**src/rtl/core/mnvst_pkg.sv**
```systemverilog
`timescale 1ns / 1ps
// ----------------------------------------------------------------------------
// MIDI note voice slot tracker - shared definitions
// Widths, message codes, fixed-point constants, the semitone table and the
// command/status bundles passed between controller and datapath.
// ----------------------------------------------------------------------------
package mnvst_pkg;

  localparam int VOICE_SLOTS = 16;
  localparam int SLOT_W      = (VOICE_SLOTS > 1) ? $clog2(VOICE_SLOTS) : 1;

  localparam int ACT_W   = 2;
  localparam int NOTE_W  = 7;
  localparam int SEQ_W   = 64;
  localparam int GAIN_W  = 17;
  localparam int PITCH_W = 22;

  localparam logic [ACT_W-1:0]  ACT_NOTE_ON       = 2'd0;
  localparam logic [ACT_W-1:0]  ACT_NOTE_OFF      = 2'd1;
  localparam logic [ACT_W-1:0]  ACT_CONTROL_CHANGE = 2'd2;
  localparam logic [NOTE_W-1:0] CC_MODWHEEL       = 7'd1;

  // Gain: round(v*v*65536 / 127^2) via reciprocal multiply.
  localparam int VEL_FULL_SQ = 16129;
  localparam int GAIN_NUM_W  = 30;
  localparam int GAIN_SHIFT  = 44;
  localparam int GAIN_RCP_W  = 31;
  localparam int GAIN_PROD_W = GAIN_NUM_W + GAIN_RCP_W;
  localparam logic [GAIN_NUM_W-1:0] GAIN_BIAS = GAIN_NUM_W'(VEL_FULL_SQ / 2);
  localparam logic [GAIN_RCP_W-1:0] GAIN_RECIP =
    GAIN_RCP_W'(((64'd1 << GAIN_SHIFT) / 64'(VEL_FULL_SQ)) + 64'd1);

  // Octave split: note/12 == (note*43) >> 9 for any 7-bit note.
  localparam logic [5:0] OCT_RECIP     = 6'd43;
  localparam int         OCT_SHIFT     = 9;
  localparam logic [6:0] SEMIS_PER_OCT = 7'd12;
  localparam logic [3:0] TOP_OCT_SHIFT = 4'd10;

  typedef struct packed {
    logic capture;
    logic scan_step;
    logic math_sq;
    logic math_mul;
    logic commit;
  } mnvst_cmd_t;

  typedef struct packed {
    logic needs_scan;
    logic scan_hit;
    logic scan_last;
    logic out_free;
  } mnvst_stat_t;

  // round(2^(s/12) * 2^21)
  function automatic logic [PITCH_W-1:0] semitone_q21(input logic [3:0] semi);
    logic [PITCH_W-1:0] val;
    case (semi)
      4'd0:    val = 22'd2097152;
      4'd1:    val = 22'd2221855;
      4'd2:    val = 22'd2353974;
      4'd3:    val = 22'd2493948;
      4'd4:    val = 22'd2642246;
      4'd5:    val = 22'd2799362;
      4'd6:    val = 22'd2965821;
      4'd7:    val = 22'd3142178;
      4'd8:    val = 22'd3329021;
      4'd9:    val = 22'd3526975;
      4'd10:   val = 22'd3736700;
      4'd11:   val = 22'd3958896;
      default: val = 22'd0;
    endcase
    return val;
  endfunction

endpackage

```
**src/rtl/core/midi_note_voice_slot_tracker.sv**
```systemverilog
`timescale 1ns / 1ps
// ----------------------------------------------------------------------------
// MIDI note voice slot tracker - top level
// Allocates voice slots for note-on, releases them on note-off and latches
// the modwheel controller; one result per parsed MIDI request.
// ----------------------------------------------------------------------------
// Every request produces exactly one result. Requests are handled one at a
// time: a request occupies the block from acceptance until the next request
// can be taken. The scan walks the slot table one slot per cycle and stops
// at the first matching slot, or after the last of the VOICE_SLOTS (16)
// slots when nothing matches; control change and ignored requests do not
// search the table. The other states are the squaring of the velocity, the
// reciprocal multiply for the gain, and the commit into the output register
// (which waits while that register is still stalled). A new request is
// taken while the previous result waits downstream. The voice stealing
// register is written through the cfg channel, which is always ready; write
// it only while the block is idle.
// ----------------------------------------------------------------------------
module midi_note_voice_slot_tracker
  import mnvst_pkg::*;
(
  input  logic               clk,
  input  logic               rst,
  // request channel
  input  logic               in_valid,
  output logic               in_stall,
  input  logic [ACT_W-1:0]   action,
  input  logic [NOTE_W-1:0]  key_or_controller,
  input  logic [NOTE_W-1:0]  velocity_or_value,
  // result channel
  output logic               out_valid,
  input  logic               out_stall,
  output logic               event_valid,
  output logic               is_note_on,
  output logic [SEQ_W-1:0]   sequence_tag,
  output logic [GAIN_W-1:0]  velocity_gain,
  output logic [PITCH_W-1:0] pitch_ratio,
  output logic [NOTE_W-1:0]  launched_key,
  output logic [NOTE_W-1:0]  modwheel_level,
  // configuration: voice stealing enable
  input  logic               cfg_valid,
  output logic               cfg_ready,
  input  logic               cfg_data
);

  mnvst_cmd_t  cmd;
  mnvst_stat_t stat;

  // cfg writes go straight into the register, so never push back
  assign cfg_ready = 1'b1;

  // sequence the request: capture, scan, math, commit
  mnvst_ctrl u_ctrl (
    .clk      (clk),
    .rst      (rst),
    .in_valid (in_valid),
    .in_stall (in_stall),
    .stat     (stat),
    .cmd      (cmd)
  );

  // hold the slot table, counters and the output register
  mnvst_datapath u_datapath (
    .clk               (clk),
    .rst               (rst),
    .cmd               (cmd),
    .stat              (stat),
    .action            (action),
    .key_or_controller (key_or_controller),
    .velocity_or_value (velocity_or_value),
    .cfg_valid         (cfg_valid),
    .cfg_data          (cfg_data),
    .out_valid         (out_valid),
    .out_stall         (out_stall),
    .event_valid       (event_valid),
    .is_note_on        (is_note_on),
    .sequence_tag      (sequence_tag),
    .velocity_gain     (velocity_gain),
    .pitch_ratio       (pitch_ratio),
    .launched_key      (launched_key),
    .modwheel_level    (modwheel_level)
  );

endmodule

```
**src/rtl/core/mnvst_ctrl.sv**
```systemverilog
`timescale 1ns / 1ps
// ----------------------------------------------------------------------------
// MIDI note voice slot tracker - controller
// Sequences one request: capture, slot scan, gain math, commit to output.
// ----------------------------------------------------------------------------
module mnvst_ctrl
  import mnvst_pkg::*;
(
  input  logic        clk,
  input  logic        rst,
  input  logic        in_valid,
  output logic        in_stall,
  input  mnvst_stat_t stat,
  output mnvst_cmd_t  cmd
);

  localparam logic [2:0] ST_IDLE     = 3'd0;
  localparam logic [2:0] ST_SCAN     = 3'd1;
  localparam logic [2:0] ST_MATH_SQ  = 3'd2;
  localparam logic [2:0] ST_MATH_MUL = 3'd3;
  localparam logic [2:0] ST_DONE     = 3'd4;

  logic [2:0] state;
  logic [2:0] state_next;

  assign in_stall = (state != ST_IDLE);

  always_comb begin
    state_next = state;
    cmd        = '0;
    case (state)
      ST_IDLE: begin
        if (in_valid) begin
          cmd.capture = 1'b1;
          state_next  = ST_SCAN;
        end
      end
      ST_SCAN: begin
        cmd.scan_step = 1'b1;
        if (!stat.needs_scan || stat.scan_hit || stat.scan_last) begin
          state_next = ST_MATH_SQ;
        end
      end
      ST_MATH_SQ: begin
        cmd.math_sq = 1'b1;
        state_next  = ST_MATH_MUL;
      end
      ST_MATH_MUL: begin
        cmd.math_mul = 1'b1;
        state_next   = ST_DONE;
      end
      ST_DONE: begin
        // hold until the output register can take the result
        if (stat.out_free) begin
          cmd.commit = 1'b1;
          state_next = ST_IDLE;
        end
      end
      default: begin
        state_next = ST_IDLE;
      end
    endcase
  end

  always_ff @(posedge clk) begin
    if (rst) begin
      state <= ST_IDLE;
    end else begin
      state <= state_next;
    end
  end

endmodule

```
**src/rtl/core/mnvst_datapath.sv**
```systemverilog
`timescale 1ns / 1ps
// ----------------------------------------------------------------------------
// MIDI note voice slot tracker - datapath
// Slot table, sequence counter, modwheel latch, gain/pitch math and the
// output register.
// ----------------------------------------------------------------------------
module mnvst_datapath
  import mnvst_pkg::*;
(
  input  logic               clk,
  input  logic               rst,
  input  mnvst_cmd_t         cmd,
  output mnvst_stat_t        stat,
  input  logic [ACT_W-1:0]   action,
  input  logic [NOTE_W-1:0]  key_or_controller,
  input  logic [NOTE_W-1:0]  velocity_or_value,
  input  logic               cfg_valid,
  input  logic               cfg_data,
  output logic               out_valid,
  input  logic               out_stall,
  output logic               event_valid,
  output logic               is_note_on,
  output logic [SEQ_W-1:0]   sequence_tag,
  output logic [GAIN_W-1:0]  velocity_gain,
  output logic [PITCH_W-1:0] pitch_ratio,
  output logic [NOTE_W-1:0]  launched_key,
  output logic [NOTE_W-1:0]  modwheel_level
);

  // captured request
  logic [ACT_W-1:0]  req_action;
  logic [NOTE_W-1:0] req_key;
  logic [NOTE_W-1:0] req_vel;

  // slot table
  logic [VOICE_SLOTS-1:0] slot_active;
  logic [NOTE_W-1:0]      slot_note     [VOICE_SLOTS];
  logic [SEQ_W-1:0]       slot_sequence [VOICE_SLOTS];

  logic [SLOT_W-1:0] scan_idx;
  logic [SLOT_W-1:0] hit_idx;
  logic              hit;
  logic [SEQ_W-1:0]  hit_seq;

  logic [SEQ_W-1:0]  seq_counter;
  logic [NOTE_W-1:0] modwheel;
  logic              steal_on;

  logic [2*NOTE_W-1:0] vel_sq;
  logic [PITCH_W-1:0]  pitch_q;
  logic [GAIN_W-1:0]   gain_q;

  logic                   is_launch;
  logic                   is_release;
  logic                   cur_match;
  logic                   launch_fire;
  logic                   release_fire;
  logic                   cc_mod;
  logic [SLOT_W-1:0]      target_idx;
  logic [SEQ_W-1:0]       seq_next;

  logic [12:0]            oct_prod;
  logic [3:0]             oct;
  logic [NOTE_W-1:0]      semi_full;
  logic [3:0]             shamt;
  logic [PITCH_W-1:0]     pitch_base;
  logic [PITCH_W:0]       pitch_sum;
  logic [PITCH_W-1:0]     pitch_calc;
  logic [GAIN_NUM_W-1:0]  gain_num;
  logic [GAIN_PROD_W-1:0] gain_prod;

  assign is_launch  = (req_action == ACT_NOTE_ON) && (req_vel != '0);
  assign is_release = ((req_action == ACT_NOTE_ON) && (req_vel == '0)) ||
                      (req_action == ACT_NOTE_OFF);
  assign cc_mod     = (req_action == ACT_CONTROL_CHANGE) && (req_key == CC_MODWHEEL);

  assign cur_match = is_launch ? !slot_active[scan_idx]
                               : (slot_active[scan_idx] && (slot_note[scan_idx] == req_key));

  assign stat.needs_scan = is_launch || is_release;
  assign stat.scan_hit   = cur_match;
  assign stat.scan_last  = (scan_idx == SLOT_W'(VOICE_SLOTS - 1));
  assign stat.out_free   = !out_valid || !out_stall;

  assign launch_fire  = is_launch && (hit || steal_on);
  assign release_fire = is_release && hit;
  assign target_idx   = hit ? hit_idx : '0;
  assign seq_next     = seq_counter + SEQ_W'(1);

  // pitch: table[note mod 12] >> (10 - note/12), round half up
  always_comb begin
    oct_prod   = 13'(req_key) * 13'(OCT_RECIP);
    oct        = oct_prod[12:OCT_SHIFT];
    semi_full  = req_key - NOTE_W'({3'b000, oct} * SEMIS_PER_OCT);
    shamt      = TOP_OCT_SHIFT - oct;
    pitch_base = semitone_q21(semi_full[3:0]);
    pitch_sum  = '0;
    pitch_calc = pitch_base;
    if (shamt != '0) begin
      pitch_sum  = ({1'b0, pitch_base} + ((PITCH_W+1)'(1) << (shamt - 4'd1))) >> shamt;
      pitch_calc = pitch_sum[PITCH_W-1:0];
    end
  end

  assign gain_num  = {vel_sq, 16'b0} + GAIN_BIAS;
  assign gain_prod = GAIN_PROD_W'(gain_num) * GAIN_PROD_W'(GAIN_RECIP);

  // control state
  always_ff @(posedge clk) begin
    if (rst) begin
      slot_active <= '0;
      seq_counter <= '0;
      modwheel    <= '0;
      steal_on    <= 1'b0;
      out_valid   <= 1'b0;
      hit         <= 1'b0;
      scan_idx    <= '0;
    end else begin
      if (cfg_valid) begin
        steal_on <= cfg_data;
      end
      if (cmd.capture) begin
        hit      <= 1'b0;
        scan_idx <= '0;
      end else if (cmd.scan_step) begin
        scan_idx <= scan_idx + SLOT_W'(1);
        if (stat.needs_scan && cur_match) begin
          hit <= 1'b1;
        end
      end
      if (cmd.commit) begin
        out_valid <= 1'b1;
        if (launch_fire) begin
          seq_counter             <= seq_next;
          slot_active[target_idx] <= 1'b1;
        end
        if (release_fire) begin
          slot_active[hit_idx] <= 1'b0;
        end
        if (cc_mod) begin
          modwheel <= req_vel;
        end
      end else if (out_valid && !out_stall) begin
        out_valid <= 1'b0;
      end
    end
  end

  // payload
  always_ff @(posedge clk) begin
    if (cmd.capture) begin
      req_action <= action;
      req_key    <= key_or_controller;
      req_vel    <= velocity_or_value;
    end
    if (cmd.scan_step && stat.needs_scan && cur_match) begin
      hit_idx <= scan_idx;
      hit_seq <= slot_sequence[scan_idx];
    end
    if (cmd.math_sq) begin
      vel_sq  <= (2*NOTE_W)'(req_vel) * (2*NOTE_W)'(req_vel);
      pitch_q <= pitch_calc;
    end
    if (cmd.math_mul) begin
      gain_q <= gain_prod[GAIN_SHIFT +: GAIN_W];
    end
    if (cmd.commit) begin
      if (launch_fire) begin
        slot_note[target_idx]     <= req_key;
        slot_sequence[target_idx] <= seq_next;
      end
      if (release_fire) begin
        slot_note[hit_idx]     <= '0;
        slot_sequence[hit_idx] <= '0;
      end
      event_valid    <= launch_fire || release_fire;
      is_note_on     <= launch_fire;
      sequence_tag   <= launch_fire ? seq_next : (release_fire ? hit_seq : '0);
      velocity_gain  <= launch_fire ? gain_q : '0;
      pitch_ratio    <= launch_fire ? pitch_q : '0;
      launched_key   <= launch_fire ? req_key : '0;
      modwheel_level <= cc_mod ? req_vel : modwheel;
    end
  end

endmodule

```
**config.mk**
```make
export PLATFORM = sky130hd
export DESIGN_NAME = midi_note_voice_slot_tracker
export DESIGN_NICKNAME = d
export VERILOG_FILES = /design/src/rtl/core/mnvst_pkg.sv /design/src/rtl/core/midi_note_voice_slot_tracker.sv /design/src/rtl/core/mnvst_ctrl.sv /design/src/rtl/core/mnvst_datapath.sv
export SDC_FILE = /design/constraint.sdc
export NUM_CORES = 2
export LEC_CHECK = 0
export BUFFER_PORTS_ARGS = -buffer_cell sky130_fd_sc_hd__buf_2
export CAP_MARGIN = 30
export CORE_MARGIN = 4
export CORE_UTILIZATION = 40
export CTS_CLUSTER_SIZE = 14
export DETAILED_ROUTE_END_ITERATION = 10
export SYNTH_ARGS = -nofsm -noshare
export SYNTH_HDL_FRONTEND = slang
export SYNTH_SLANG_ARGS = --single-unit
```
**constraint.sdc**
```tcl
create_clock -name clk -period 7.7 [get_ports clk]
set_input_delay 0.385 -clock clk [delete_from_list [all_inputs] [get_ports clk]]
set_output_delay 0.385 -clock clk [all_outputs]
set_load 0.03 [all_outputs]
```
==> impl_metrics.yaml <==
drt:
  wl_um: 162600
  drtPass1Iterations: 7
  route.detailed.drc: 0
  drtIter0Drc: 2868
  routed_via_density: 5.521
  wire_per_inst_um: 24.54
  vias: 36590
  ant_nets: 0
floorplan:
  ios: 144
  start_util_pct: 40.45
  core-area_um2: 165700
  die_h_um: 417.4
  fp.dieW_um: 417.4
  num_rows: 149
  fp.dieArea_um2: 174200
sta:
  relSlewSlack_pct: 32.74
  worst_slew_pin_slew_ns: 1.009
  finalWorstSetupSlack_ns: 0.2510
  layout_min_cycle_time_ns: 7.449
  setup_viol: 0
  fin_crit_sh_pct: 96.74
  clock_skew_ns: 0.05157
  timing.final.hold_violations: 0
  setup_tns_ns: 0
  slew_violations: 0
  fmax_mhz: 134.2
  hold_slack_ns: 0.1802
clock_tree:
  htreeDepth: 4
  cts_buffer_depth: 3
  cts_sinks: 1492
  clkTransAtPathRegs_ns: 0.06
  cts_tree: "built"
  numCtsBuffers: 157
  clock_latency_ns: 0.80
  root_buffer: "clkbuf_16"
setup_path:
  crit_type: "flip-flop to flip-flop"
  worst_r2r_endpoint: "u_datapath.pitch_q[11]$_DFFE_PN_"
  cpMaxStageDelayCell: "or4b_2"
  setup.worst_path.start_class: "flip-flop"
  cp_max_fo: 6
  arrival_ns: 8.03
  critical-path-max-stage-delay_ns: 0.67
  cp_common_cell: "ha_1"
  cp.required_ns: 8.28
  ff2ff_path_depth: 28
  end_kind: "flip-flop"
  r2r-start: "u_datapath.req_key[2]$_DFFE_PP_"
  r2r_slack_ns: 0.25
global_routing:
  grt_pass1_vias: 36850
  grt_max_degree: 115
  antenna_found_initial: 4
  grt_pass1_wl_um: 242800
  grtUsageTotal_pct: 18.60
  gr-total-overflow: 0
cells_and_area:
  final_common_cell: "edfxtp_1"
  fin_cells: 6627
  multi_input_area_um2: 22150
  finalInstanceArea_um2: 76710
  fin_nets: 4715
  drive_above_1_share_pct: 21.32
  area_delta_synth_final_pct: 14.43
  seqCellArea_um2: 43810
  final_cell_mix: "1391 x edfxtp_1, 368 x mux4_2, 326 x ha_1, 222 x nand2_1, 222 x nor2_1"
  fin_util_pct: 46.28
  fillers: 14160
yosys:
  yosysSeqAreaShare_pct: 65.33
  async_flop_share_pct: 0
  yosysWarnings: 0
  postSynthAreaPerCell_um2: 16.59
  netlist_area_um2: 67030
  synth_edf_count: 1391
  synth_seq_cells: 1492
  synth_cell_types: 85
  synthCells: 4041
  synth_top_flop_cell: "edfxtp_1"
pwr:
  leakagePower_nw: 24.92
  power_density_nw_per_um2: 381.5
  ir_drop_mv: 0.3890
  fin_total_pwr_mw: 29.26
hold_path:
  hold_end: "u_ctrl.state[0]$_SDFFE_PP0P_"
  min_from: "in_valid"
  hold_path_class: "primary input to flip-flop"
  holdPathStages: 5
status:
  run_status: "complete, no violations"
placement:
  place.gp.congestion: 0.8655
  portBuffers: 142
  dpl.hpwl_um: 93310
  placed_cell_area_um2: 71130
  placed_cells: 6309
  dp_slack_ns: -0.1291
flow_run:
  cap_violations: 0
-- cells by family after synthesis --
| kind of cell | synth area share (%) |
|---|---|
| DFF | 65.33 |
| and+or+nand+nor | 5.618 |
| AOI/OAI and AO/OA | 3.953 |
| muxes | 12.84 |
| adders and majority gates | 7.877 |
| buffers and inverters | 2.156 |
| xor gates and xnor gates | 2.217 |
| other | 0.01120 |
-- worst max-delay path: cells and delay by family (launching register included) --
family | cells | cell delay, ns
fa+ha+maj | 6 | 2.28
compound gates | 9 | 1.56
simple gates | 5 | 1.45
mux | 2 | 0.81
buf+inv | 4 | 0.46
flops | 1 | 0.40
xor+xnor | 2 | 0.27
-- power breakdown --
group,internal [mW],leakage (nW),switching [mW]
Sequential,9.11,12.6,0.0975
Combinational,5.46,9.82,7.09
Clock,4.33,2.48,3.17
-- per-layer routing --
layer  up-vias  global-route usage [%]  routed length (µm)
met5         -                       0                   0
met4         0                   4.098                3013
met3       207                   2.636                8544
met2      1084                   32.06               82220
met1     19090                   25.22               68840
li1      16200                       -                   -
-- final cells by class --
type / count / share of cell area, %
clock buffers: 206 / 5.494
flip-flops and latches: 1492 / 57.11
repair buffers: 286 / 2.796
diodes: 1 / 0.003262
multi-input cells: 2176 / 28.87
inverters: 194 / 0.9558
clock inverters: 83 / 1.197
well taps: 2189 / 3.571
-- how the worst max path moves through the flow --
stage,from,cells past startpoint,slack (ns),endpoint
6_report,u_datapath.req_key[2]$_DFFE_PP_,28,0.25,u_datapath.pitch_q[11]$_DFFE_PN_
4_1_cts,u_datapath.req_key[2]$_DFFE_PP_,28,0.0003,u_datapath.pitch_q[11]$_DFFE_PN_
2_1_floorplan,u_datapath.req_key[2]$_DFFE_PP_,27,-0.01,u_datapath.pitch_q[11]$_DFFE_PN_
3_3_place_gp,u_datapath.req_key[2]$_DFFE_PP_,31,-0.06,u_datapath.pitch_q[13]$_DFFE_PN_
3_5_place_dp,u_datapath.req_key[2]$_DFFE_PP_,28,-0.13,u_datapath.pitch_q[11]$_DFFE_PN_
5_1_grt,u_datapath.req_key[2]$_DFFE_PP_,28,-0.01,u_datapath.pitch_q[11]$_DFFE_PN_
-- state kept, by name, summed over array words and instances (netlist names), 2 cells and up, named ones only --
signal and flops:
u_datapath.pitch_ratio 22, u_datapath.velocity_gain 17, u_datapath.seq_counter 64, u_datapath.vel_sq 13, u_datapath.sequence_tag 64, u_datapath.hit_seq 64
u_datapath.slot_active 16, u_datapath.req_key 7, u_datapath.gain_q 17, u_ctrl.state 3, u_datapath.slot_sequence 1024, u_datapath.req_vel 7
u_datapath.modwheel 7, u_datapath.launched_key 7, u_datapath.hit_idx 4, u_datapath.req_action 2, u_datapath.modwheel_level 7, u_datapath.scan_idx 4
u_datapath.pitch_q 22, u_datapath.slot_note 112
-- synth_stat cells (79+ instances only) --
master | n | area (µm²)
edfxtp_1 | 1391 | 41770
mux4_2 | 368 | 8288
ha_1 | 326 | 4079
nor2_1 | 237 | 889.6
nand2_1 | 224 | 840.8
inv_1 | 193 | 724.4
clkbuf_1 | 130 | 488.0
o21ai_0 | 126 | 630.6
a21oi_1 | 117 | 585.6
dfxtp_1 | 101 | 2022
xnor2_1 | 91 | 797.0
and2_1 | 79 | 494.2
-- repair_timing --
item                                    CTS  global route
endpoints found under the hold margin    19             0
setup buffers                             0             5
endpoints found under the setup margin   11            22
pin swaps                                 0             7
hold buffers                             22             0
gates resized for setup                   3            31
Note: power is estimated with default switching activity, not from simulation.
